===== config.mk =====
export PLATFORM = sky130hd
export DESIGN_NAME = salwc_ctrl
export DESIGN_NICKNAME = d
export VERILOG_FILES = /design/src/rtl/salwc_pkg.sv /design/src/rtl/salwc_ctrl.sv
export SDC_FILE = /design/constraint.sdc
export NUM_CORES = 1
export LEC_CHECK = 0
export BUFFER_PORTS_ARGS = -buffer_cell sky130_fd_sc_hd__buf_4
export CORE_AREA = 2 2 39 41
export DETAILED_ROUTE_END_ITERATION = 16
export DIE_AREA = 0 0 41 43
export SYNTH_ARGS = -nofsm -noshare
export SYNTH_HDL_FRONTEND = slang
export SYNTH_SLANG_ARGS = --single-unit

===== constraint.sdc =====
create_clock -name clk -period 0.9 [get_ports clk]
set_input_delay 0.045 -clock clk [delete_from_list [all_inputs] [get_ports clk]]
set_output_delay 0.045 -clock clk [all_outputs]
set_load 0.005 [all_outputs]

===== src/rtl/salwc_pkg.sv =====
`timescale 1ns / 1ps
package salwc_pkg;

  // Operation codes carried in the input tuser field
  localparam logic [1:0] OP_LOAD  = 2'd0;
  localparam logic [1:0] OP_STORE = 2'd1;
  localparam logic [1:0] OP_FLUSH = 2'd2;
  localparam logic [1:0] OP_UNDEF = 2'd3;  // reserved: changes no line state or counter, but still yields a result word

  localparam int CNT_W = 32;
  localparam logic [CNT_W-1:0] CNT_MAX = '1;

  // Commands from the controller to the datapath
  typedef struct packed {
    logic load;     // latch the input word and read its set
    logic access;   // resolve the lookup, update the set, emit a result
    logic clr_wr;   // clear the row under the sweep counter
    logic fl_rd;    // read the row under the sweep counter
    logic fl_wr;    // count dirty lines of the row read, clear it, advance
    logic fl_emit;  // emit the flush result
  } salwc_cmd_t;

  // Status from the datapath to the controller
  typedef struct packed {
    logic out_free;    // result register empty or being taken
    logic sweep_last;  // sweep counter is on the last set
    logic in_flush;    // the offered input word is a flush
  } salwc_sts_t;

  // Add and clamp at the counter maximum
  function automatic logic [CNT_W-1:0] sat_add(input logic [CNT_W-1:0] a,
                                               input logic [CNT_W-1:0] b);
    logic [CNT_W:0] s;
    s = {1'b0, a} + {1'b0, b};
    return s[CNT_W] ? CNT_MAX : s[CNT_W-1:0];
  endfunction

endpackage


===== src/rtl/salwc_ctrl.sv =====
`timescale 1ns / 1ps
module salwc_ctrl (
  input  logic                  clk,
  input  logic                  rst,
  input  logic                  s_tvalid,
  output logic                  s_tready,
  input  salwc_pkg::salwc_sts_t sts,
  output salwc_pkg::salwc_cmd_t cmd
);

  localparam logic [2:0] ST_CLR    = 3'd0;
  localparam logic [2:0] ST_IDLE   = 3'd1;
  localparam logic [2:0] ST_LOOK   = 3'd2;
  localparam logic [2:0] ST_FL_RD  = 3'd3;
  localparam logic [2:0] ST_FL_WR  = 3'd4;
  localparam logic [2:0] ST_FL_EMT = 3'd5;

  logic [2:0] state;
  logic [2:0] state_next;

  assign s_tready = (state == ST_IDLE);

  // Decode state into commands and pick the next state
  always_comb begin
    cmd        = '0;
    state_next = state;
    case (state)
      ST_CLR: begin
        cmd.clr_wr = 1'b1;
        if (sts.sweep_last) state_next = ST_IDLE;
      end
      ST_IDLE: begin
        if (s_tvalid) begin
          cmd.load   = 1'b1;
          state_next = sts.in_flush ? ST_FL_RD : ST_LOOK;
        end
      end
      ST_LOOK: begin
        if (sts.out_free) begin
          cmd.access = 1'b1;
          state_next = ST_IDLE;
        end
      end
      ST_FL_RD: begin
        cmd.fl_rd  = 1'b1;
        state_next = ST_FL_WR;
      end
      ST_FL_WR: begin
        cmd.fl_wr  = 1'b1;
        state_next = sts.sweep_last ? ST_FL_EMT : ST_FL_RD;
      end
      ST_FL_EMT: begin
        if (sts.out_free) begin
          cmd.fl_emit = 1'b1;
          state_next  = ST_IDLE;
        end
      end
      default: state_next = ST_IDLE;
    endcase
  end

  always_ff @(posedge clk) begin
    if (rst) begin
      state <= ST_CLR;
    end else begin
      state <= state_next;
    end
  end

endmodule


==> results by group, run 1 <==
Status
  • Status: complete, but fails checks
  • Failing checks: negative setup slack

Yosys
  • Area leader, netlist: dfxtp_1
  • Yosys warning count: 0
  • Sequential area share after synthesis: 0.2437
  • Yosys reg bits: 3
  • Cells after synthesis: 30
  • Post-synth top cells: 3 x a21oi_1, 3 x dfxtp_1, 3 x inv_1, 3 x nand2_1
  • Combinational family with the most area after synthesis: simple AND/OR/NAND/NOR gates
  • Xor and xnor area share after synthesis: 0
  • Share of the synthesized area in the top cell type: 0.2437
  • Post-synth EDFFs: 0
  • Cell Area, Synth: 246.5 sq um
  • Count of cell types in the netlist: 19
  • Post-synthesis mux area share: 0
  • Adder-cell area share of the yosys netlist: 0
  • Leading post-synthesis cells by cell area: dfxtp_1 24%, buf_6 9.1%, nor3b_4 7.6%
  • Syn nets: 36
  • FFs w/ async S/R, synth: 0
  • Synth Flop Type: dfxtp_1
  • Avg Synthesized Cell Area: 8.216 sq um
  • Synth Area in Compound Gates: 0.1624
  • Simple-Gate Fraction of Synth Area: 0.4264

Floorplanning
  • Row Count: 14
  • Die W: 41 um
  • Full die area: 1763 sq um
  • Starting Density: 0.1781
  • Ports: 13
  • Core area: 1384 sq um
  • Die height: 43 um

Clock network
  • CTS Buf Count: 3
  • Clk sinks: 3
  • H-Tree Level Count: 1
  • Clk slew on worst S/H paths: 40 ps
  • Root Driver: clkbuf_4
  • CTS tree: yes
  • Clock Path Buffers: 2
  • Worst-Skew Late Latency: 230 ps

GRT
  • Grt ovf: 0
  • Largest net degree at the start of global routing: 9
  • Initial antenna violation count: 0
  • First-pass GRT wire length: 966 um
  • GRT Overall Usage: 0.08116
  • Vias in the first global route: 236

Run
  • Max cap viols: 0

Power and ir drop
  • Combinational Power Share: 0.324
  • Seq pwr share: 0.278
  • NetSw: 0.0001487 W
  • Maximum VDD drop: 0.6693 mV
  • Int Pwr: 0.0004285 W
  • Power, Total: 0.0005772 W
  • Pwr/cell area: 1148 nW/um^2
  • Net Sw Frac: 0.2577
  • Clk network pwr share: 0.398
  • LEAKAGE: 0.2299 nW

Timing
  • Final slew viol count: 0
  • Final Cycle Share: 1.260
  • Fin Clk Skew: 3.773 ps
  • Final WS setup: -233.7 ps
  • Setup violators final: 10
  • Worst slew pin tran: 292.7 ps
  • Worst slew margin: 0.8021
  • Setup repair after global routing missed its margin: true
  • Max Fclk: 882.0 MHz
  • Min Tclk post-route: 1134 ps
  • Setup TNS: -1512 ps
  • Hold Vio Cnt, Final: 0

Finish
  • Area occupied by multi-input gates: 191.4 sq um
  • Flip-flop and latch area: 71.32 sq um
  • Largest register FFs: 3
  • Inserted Diodes: 0
  • Share of cells above drive strength 1: 0.6923
  • Largest Register: state
  • Number of fill cells: 155
  • Syn-to-layout area delta: 104.1%
  • Nets: 59
  • Largest regs: state x3

Critical path
  • Max FO, Critical Path: 7
  • Startpoint class of the critical path: flop
  • Crit end category: output pin
  • WS Path Type: flop to output pin
  • Arrival time at the worst endpoint: 1090 ps
  • CP required: 850 ps

Placed design
  • Detailed placement HPWL: 457 um
  • Final Wtd Congestion: 0.6959
  • Buffers on Ports: 12
  • Place WS: -117.4 ps

Worst hold path
  • Worst Hold Class: primary input to flop

Route
  • Routed WL per cell: 9.676 um
  • Drt pass-1 iters: 3
  • Post-DRT Antenna Nets: 0
  • Post-Route WL: 658 um
  • DRC violations left: 0
  • Avg Vias per Cell: 4.250
  • DRT iter0 DRCs: 6
  • Total number of vias: 289
[through the flow]
stage	hold WS [ps]	utilization	instance area, sq um	std cells
6_report	166.2	0.3635	503.0	68
3_5_place_dp	220.7	0.2649	366.6	60
2_1_floorplan	106.7	-	249.0	30
5_1_grt	177.7	0.3635	503.0	68
3_3_place_gp	218.5	0.2649	366.6	60
4_1_cts	164.6	0.3373	466.7	67
[cells in the final DEF (no fill, tap or decap), types with 2 or more instances in the layout]
master,netlist,layout
clkbuf_4,0,3
nand2_1,3,2
buf_6,2,6
nor3_2,0,2
inv_1,3,3
nand2b_1,2,2
buf_4,1,14
a21oi_1,3,2
dfxtp_4,0,3
[routing by layer]
layer	share of wire	up-vias	track usage
met2	0.47	10	0.1063
met4	0	0	0.02000
li1	-	148	-
met5	0	-	0
met1	0.45	131	0.1118
met3	0.078	0	0.04712
[worst max-delay path, stage by stage, from the launching register on]
cell and delay, ps:
dfxtp_4 380, and2b_2 230, and3_4 140, buf_6 100
[cell type report]
type | count | area share
Timing Repair Buffer | 21 | 0.3632
Clock buffer | 4 | 0.05224
Inverter | 3 | 0.02239
Multi-Input combinational cell | 21 | 0.3806
Tap cell | 16 | 0.03980
Sequential cell | 3 | 0.1418
[power groups by stage]
stage | sequential, W | combinational, W | clock [W]
6_report | 0.000160 | 0.000187 | 0.000230
4_1_cts | 0.000160 | 0.000164 | 0.000245
3_5_place_dp | 0.000163 | 0.000136 | 0
3_3_place_gp | 0.000161 | 0.000136 | 0
5_1_grt | 0.000161 | 0.000206 | 0.000257
2_1_floorplan | 0.000148 | 0.0000825 | 0
[worst paths after layout]
path	start	to	slack, ps	cells after the start
max	state[1]	cmd[0]	-230	3
min	s_tvalid	state[1]	170	3
max reg2reg	state[1]	state[0]	-130	4
min reg2reg	state[0]	state[0]	570	2
[timing repair]
| action | CTS | global route |
|---|---|---|
| endpoints found under the setup margin | 10 | 10 |
| hold endpoints to repair | 2 | 0 |
| cloned | 0 | 0 |
| resized for setup | 13 | 6 |
| pin swaps | 3 | 4 |
| buffers inserted | 2 | 1 |
| hold buffers | 1 | 0 |
[logic make-up (layout without fill, tap and decap cells)]
logic type             after synthesis  after routing
DFF                                  3              3
and+or+nand+nor                     15             15
buffers and inverters                6             28
AOI/OAI and AO/OA                    6              6
(Power assumes the default switching activity.)
==> run 2, diff against run 1 <==
--- a/config.mk
+++ b/config.mk
@@ -9,6 +9,7 @@
 export CORE_AREA = 2 2 39 41
 export DETAILED_ROUTE_END_ITERATION = 16
 export DIE_AREA = 0 0 41 43
+export SETUP_SLACK_MARGIN = 0.3
 export SYNTH_ARGS = -nofsm -noshare
 export SYNTH_HDL_FRONTEND = slang
 export SYNTH_SLANG_ARGS = --single-unit
==> constraint.sdc (replaced) <==
create_clock -name clk -period 1.2 [get_ports clk]
set_input_delay 0.06 -clock clk [delete_from_list [all_inputs] [get_ports clk]]
set_output_delay 0.06 -clock clk [all_outputs]
set_load 0.005 [all_outputs]
==> results by group, run 2 (synthesized netlist as in run 1, its figures left out) <==
Status
  • Status: completed

Route
  • DRT iter0 DRCs: 0
  • Drt pass-1 iters: 1
  • Routed WL per cell: 10.55 um
  • Total number of vias: 283
  • DRC violations left: 0
  • Post-Route WL: 707 um
  • Avg Vias per Cell: 4.224
  • Post-DRT Antenna Nets: 0

GRT
  • Largest net degree at the start of global routing: 9
  • First-pass GRT wire length: 1.104 mm
  • Initial antenna violation count: 0
  • Vias in the first global route: 282
  • Grt ovf: 0
  • GRT Overall Usage: 0.09729

Floorplanning
  • Starting Density: 0.1781
  • Die height: 43 um
  • Core area: 1384 sq um
  • Row Count: 14
  • Die W: 41 um
  • Ports: 13
  • Full die area: 1763 sq um

Clock network
  • H-Tree Level Count: 1
  • CTS Buf Count: 3
  • Clk sinks: 3
  • CTS tree: yes
  • Worst-Skew Late Latency: 230 ps
  • Clk slew on worst S/H paths: 40 ps
  • Root Driver: clkbuf_4
  • Clock Path Buffers: 2

Placed design
  • Placed cell areas: 329.1 sq um
  • Buffers on Ports: 12
  • Detailed placement HPWL: 399.9 um
  • Final Wtd Congestion: 0.6809

Critical path
  • Startpoint class of the critical path: flop
  • Max FO, Critical Path: 5
  • Worst path cell trace: buf_4, nand2_1, nor3_1, buf_4
  • FF-to-FF setup slack: 100 ps
  • Top cell by count, worst path: buf_4
  • Worst r2r dst: state[1]
  • Max stage delay on crit path: 370 ps
  • Worst reg2reg path depth: 4
  • Max stage delay cell, worst path: dfxtp_4
  • Arrival time at the worst endpoint: 1100 ps
  • Worst reg2reg path startpoint: state[1]
  • CP Launch Point: state[1]
  • Crit end category: output pin
  • CP required: 1140 ps
  • WS Path Type: flop to output pin

Timing
  • Min Tclk post-route: 1160 ps
  • Worst slew pin tran: 266.2 ps
  • Hold Vio Cnt, Final: 0
  • Final worst hold slack: 176.3 ps
  • Final Cycle Share: 0.9663
  • Setup violators final: 0
  • Max Fclk: 862.4 MHz
  • Setup repair after global routing missed its margin: true
  • Final slew viol count: 0
  • Fin Clk Skew: 0.09123 ps
  • Worst slew margin: 0.8209

Finish
  • Syn-to-layout area delta: 88.33%
  • Nets: 58
  • Inserted Diodes: 0
  • Number of fill cells: 153
  • Largest register FFs: 3
  • Share of cells above drive strength 1: 0.6667
  • Most frequent cells in the layout: 17 x buf_4, 3 x nand2_1, 3 x inv_1, 3 x clkbuf_4, 3 x dfxtp_4
  • Commonest non-fill, non-tap cell in the layout: buf_4
  • Largest regs: state x3
  • Fin area: 464.2 sq um
  • Largest Register: state
  • Fin util: 0.3354

Power and ir drop
  • Combinational Power Share: 0.304
  • LEAKAGE: 0.2144 nW
  • NetSw: 0.0001169 W
  • Pwr/cell area: 918.5 nW/um^2
  • Net Sw Frac: 0.2743
  • Int Pwr: 0.0003094 W
  • Seq pwr share: 0.273
  • Maximum VDD drop: 0.5875 mV
  • Clk network pwr share: 0.422

Worst hold path
  • Hold Path Cell Cnt: 3
  • Worst Hold Path EP: state[1]
  • Hold_sp: s_tvalid
  • Worst Hold Class: primary input to flop

Run
  • Max cap viols: 0
==> run 2: cell types whose count changed in the layout (fill, tap and decap cells not counted), sizes merged <==
cell  before  now
buf       20   19
==> run 2: worst max-delay path: cells and delay by family (launching register included) <==
family        cells  cell delay, ps
flops             1             370
buf+inv           2             270
simple gates      2             230
==> run 2: worst max-delay path by stage <==
stage | to | slack, ps
2_1_floorplan | state[1] | 250
3_3_place_gp | state[1] | 160
3_5_place_dp | state[1] | 110
4_1_cts | cmd[0] | 40
5_1_grt | cmd[4] | -30
6_report | cmd[4] | 40
==> run 2: area by class of cell <==
type	instances	area, sq um	area share
repair buffers	20	153.9	0.3315
flip-flops and latches	3	71.32	0.1536
well taps	16	20.02	0.04313
multi-input cells	21	181.4	0.3908
clock buffers	4	26.28	0.05660
inverters	3	11.26	0.02426
==> run 2: layer usage <==
metal | vias to the layer above | share of wire | GRT usage
met5 | - | 0 | 0
met4 | 0 | 0 | 0.1067
met3 | 0 | 0.085 | 0.02618
met2 | 12 | 0.51 | 0.1344
met1 | 127 | 0.40 | 0.1058
li1 | 144 | - | -
==> run 2: power by group through the flow <==
stage                     registers [W]   logic, W  clock network (W)
after global routing           0.000117   0.000141           0.000195
after floorplan                0.000111  0.0000619                  0
after CTS                      0.000116   0.000118           0.000192
after global placement         0.000125  0.0000803                  0
after detailed placement       0.000126  0.0000802                  0
final                          0.000116   0.000130           0.000180
==> run 2: repair_timing <==
action / in CTS / in global routing
buffers inserted: 6 / 1
hold buffers: 1 / 0
endpoints found under the hold margin: 2 / 0
gates resized for setup: 10 / 3
pin swaps: 4 / 3
setup endpoints to repair: 10 / 10
==> run 2: stage by stage <==
stage / power (W) / TNS (ps) / std cells / setup slack (ps)
6_report: 0.0004264 / 0 / 67 / 40.41
3_3_place_gp: 0.0002053 / 0 / 55 / 158.7
4_1_cts: 0.0004249 / 0 / 66 / 38.58
3_5_place_dp: 0.0002061 / 0 / 55 / 115.0
5_1_grt: 0.0004524 / -25.45 / 67 / -25.45
2_1_floorplan: 0.0001732 / 0 / 30 / 251.9
==> run 3, diff against run 2 <==
--- a/config.mk
+++ b/config.mk
@@ -9,7 +9,7 @@
 export CORE_AREA = 2 2 39 41
 export DETAILED_ROUTE_END_ITERATION = 16
 export DIE_AREA = 0 0 41 43
-export SETUP_SLACK_MARGIN = 0.3
+export SETUP_SLACK_MARGIN = 0.4
 export SYNTH_ARGS = -nofsm -noshare
 export SYNTH_HDL_FRONTEND = slang
 export SYNTH_SLANG_ARGS = --single-unit
==> results by group, run 3 (synthesized netlist as in run 1, its figures left out) <==
GRT
  • First-pass GRT wire length: 986 um
  • Largest net degree at the start of global routing: 11
  • Vias in the first global route: 251
  • Met2 Use GR: 0.1125
  • M3 GR Usage: 0.09424
  • Grt ovf: 0
  • M1 GR Usage: 0.09265
  • Initial antenna violation count: 0
  • Most Used Layer, Global Route: met2
  • GRT Overall Usage: 0.09218

Route
  • DRC violations left: 0
  • Post-Route WL: 614 um
  • Routed WL per cell: 9.303 um
  • DRT iter0 DRCs: 0
  • Post-DRT Antenna Nets: 0
  • Avg Vias per Cell: 4.273
  • Drt pass-1 iters: 1
  • Total number of vias: 282

Placed design
  • Place WS: 184.3 ps
  • Placed Cells: 55
  • Final Wtd Congestion: 0.6845
  • Detailed placement HPWL: 403.6 um
  • Buffers on Ports: 12
  • Placed cell areas: 330.3 sq um

Critical path
  • WS Path Type: flop to output pin
  • Arrival time at the worst endpoint: 1110 ps
  • Worst path cell trace: and2b_2, and3_4, buf_6
  • Crit end category: output pin
  • Max FO, Critical Path: 8
  • Max stage delay on crit path: 380 ps
  • Worst reg2reg path depth: 3
  • Max stage delay cell, worst path: dfxtp_4
  • CP required: 1140 ps
  • Startpoint class of the critical path: flop

Finish
  • Commonest non-fill, non-tap cell in the layout: buf_4
  • Most frequent cells in the layout: 12 x buf_4, 6 x buf_6, 3 x nand2_1, 3 x clkbuf_4, 3 x dfxtp_4
  • Nets: 57
  • Largest Register: state
  • Number of fill cells: 149
  • Syn-to-layout area delta: 95.43%
  • Inserted Diodes: 0
  • Fin util: 0.3481
  • Largest register FFs: 3
  • Fin area: 481.7 sq um
  • Final std cells w/o fill: 66
  • Flip-flop and latch area: 71.32 sq um
  • Largest regs: state x3
  • Share of cells above drive strength 1: 0.7200
  • Area occupied by multi-input gates: 185.2 sq um

Status
  • Status: completed

Timing
  • Max Fclk: 855.6 MHz
  • Hold Vio Cnt, Final: 0
  • Worst slew pin tran: 252.4 ps
  • Min Tclk post-route: 1169 ps
  • Worst slew margin: 0.8294
  • Final WS setup: 31.22 ps
  • Setup repair after global routing missed its margin: true
  • Fin Clk Skew: 0.3138 ps
  • Setup violators final: 0
  • Final Cycle Share: 0.9740
  • Final slew viol count: 0

Power and ir drop
  • LEAKAGE: 0.2114 nW
  • Pwr/cell area: 888.6 nW/um^2
  • Maximum VDD drop: 0.4005 mV

Worst hold path
  • Worst Hold Class: primary input to flop
  • Hold Path Cell Cnt: 4

Clock network
  • Root Driver: clkbuf_4
  • H-Tree Level Count: 1
  • Worst-Skew Late Latency: 230 ps
  • CTS tree: yes
  • Clk slew on worst S/H paths: 30 ps
  • Clock Path Buffers: 2
  • CTS Buf Count: 3
  • Clk sinks: 3

Floorplanning
  • Die height: 43 um
  • Starting Density: 0.1781
  • Full die area: 1763 sq um
  • Row Count: 14
  • Ports: 13
  • Core area: 1384 sq um
  • Die W: 41 um

Run
  • Max cap viols: 0
==> run 3: per-stage QoR <==
| stage | hold WS, ps | setup TNS (ps) | power (W) |
|---|---|---|---|
| floorplan | 121.7 | 0 | 0.0001772 |
| global route | 152.6 | -50.83 | 0.0004756 |
| CTS | 144.6 | 0 | 0.0004319 |
| detailed placement | 236.5 | 0 | 0.0002062 |
| finish | 149.8 | 0 | 0.0004281 |
| global placement | 235.3 | 0 | 0.0002064 |
==> run 3: layout make-up <==
type | count | area share
Tap cell | 16 | 0.04156
Sequential cell | 3 | 0.1481
Timing Repair Buffer | 19 | 0.3481
Multi-Input combinational cell | 21 | 0.3844
Clock buffer | 4 | 0.05455
Inverter | 3 | 0.02338
==> run 3: power by group <==
group / internal, W / leakage (nW) / switching (W)
Sequential: 0.000105 / 0.0267 / 0.0000161
Clock: 0.000124 / 0.0150 / 0.0000485
Combinational: 0.0000890 / 0.170 / 0.0000446
==> run 3: worst paths after layout <==
kind / from / endpoint / slack, ps
hold / removal: sts[2] / state[2] / 150
hold reg to reg: state[2] / state[2] / 570
setup / recovery: state[1] / cmd[0] / 30
setup reg to reg: state[0] / state[1] / 130
==> run 3: worst max-delay path: cells and delay by family, from the launching register on <==
family | cells | cell delay (ps)
AND/OR/NAND/NOR | 2 | 390
buffers and inverters | 1 | 110
flip-flops | 1 | 380
==> run 3: what timing repair did <==
action	CTS	global route
endpoints found under the hold margin	2	0
setup endpoints to repair	10	10
gates resized for setup	13	5
pin swaps	10	4
buffers inserted	6	0
hold buffers	1	0
==> run 3: metal layers <==
| metal | up-vias | wire length (um) |
|---|---|---|
| met2 | 10 | 285 |
| met3 | 0 | 54 |
| met1 | 129 | 273 |
| met5 | - | 0 |
| li1 | 143 | - |
| met4 | 0 | 0 |
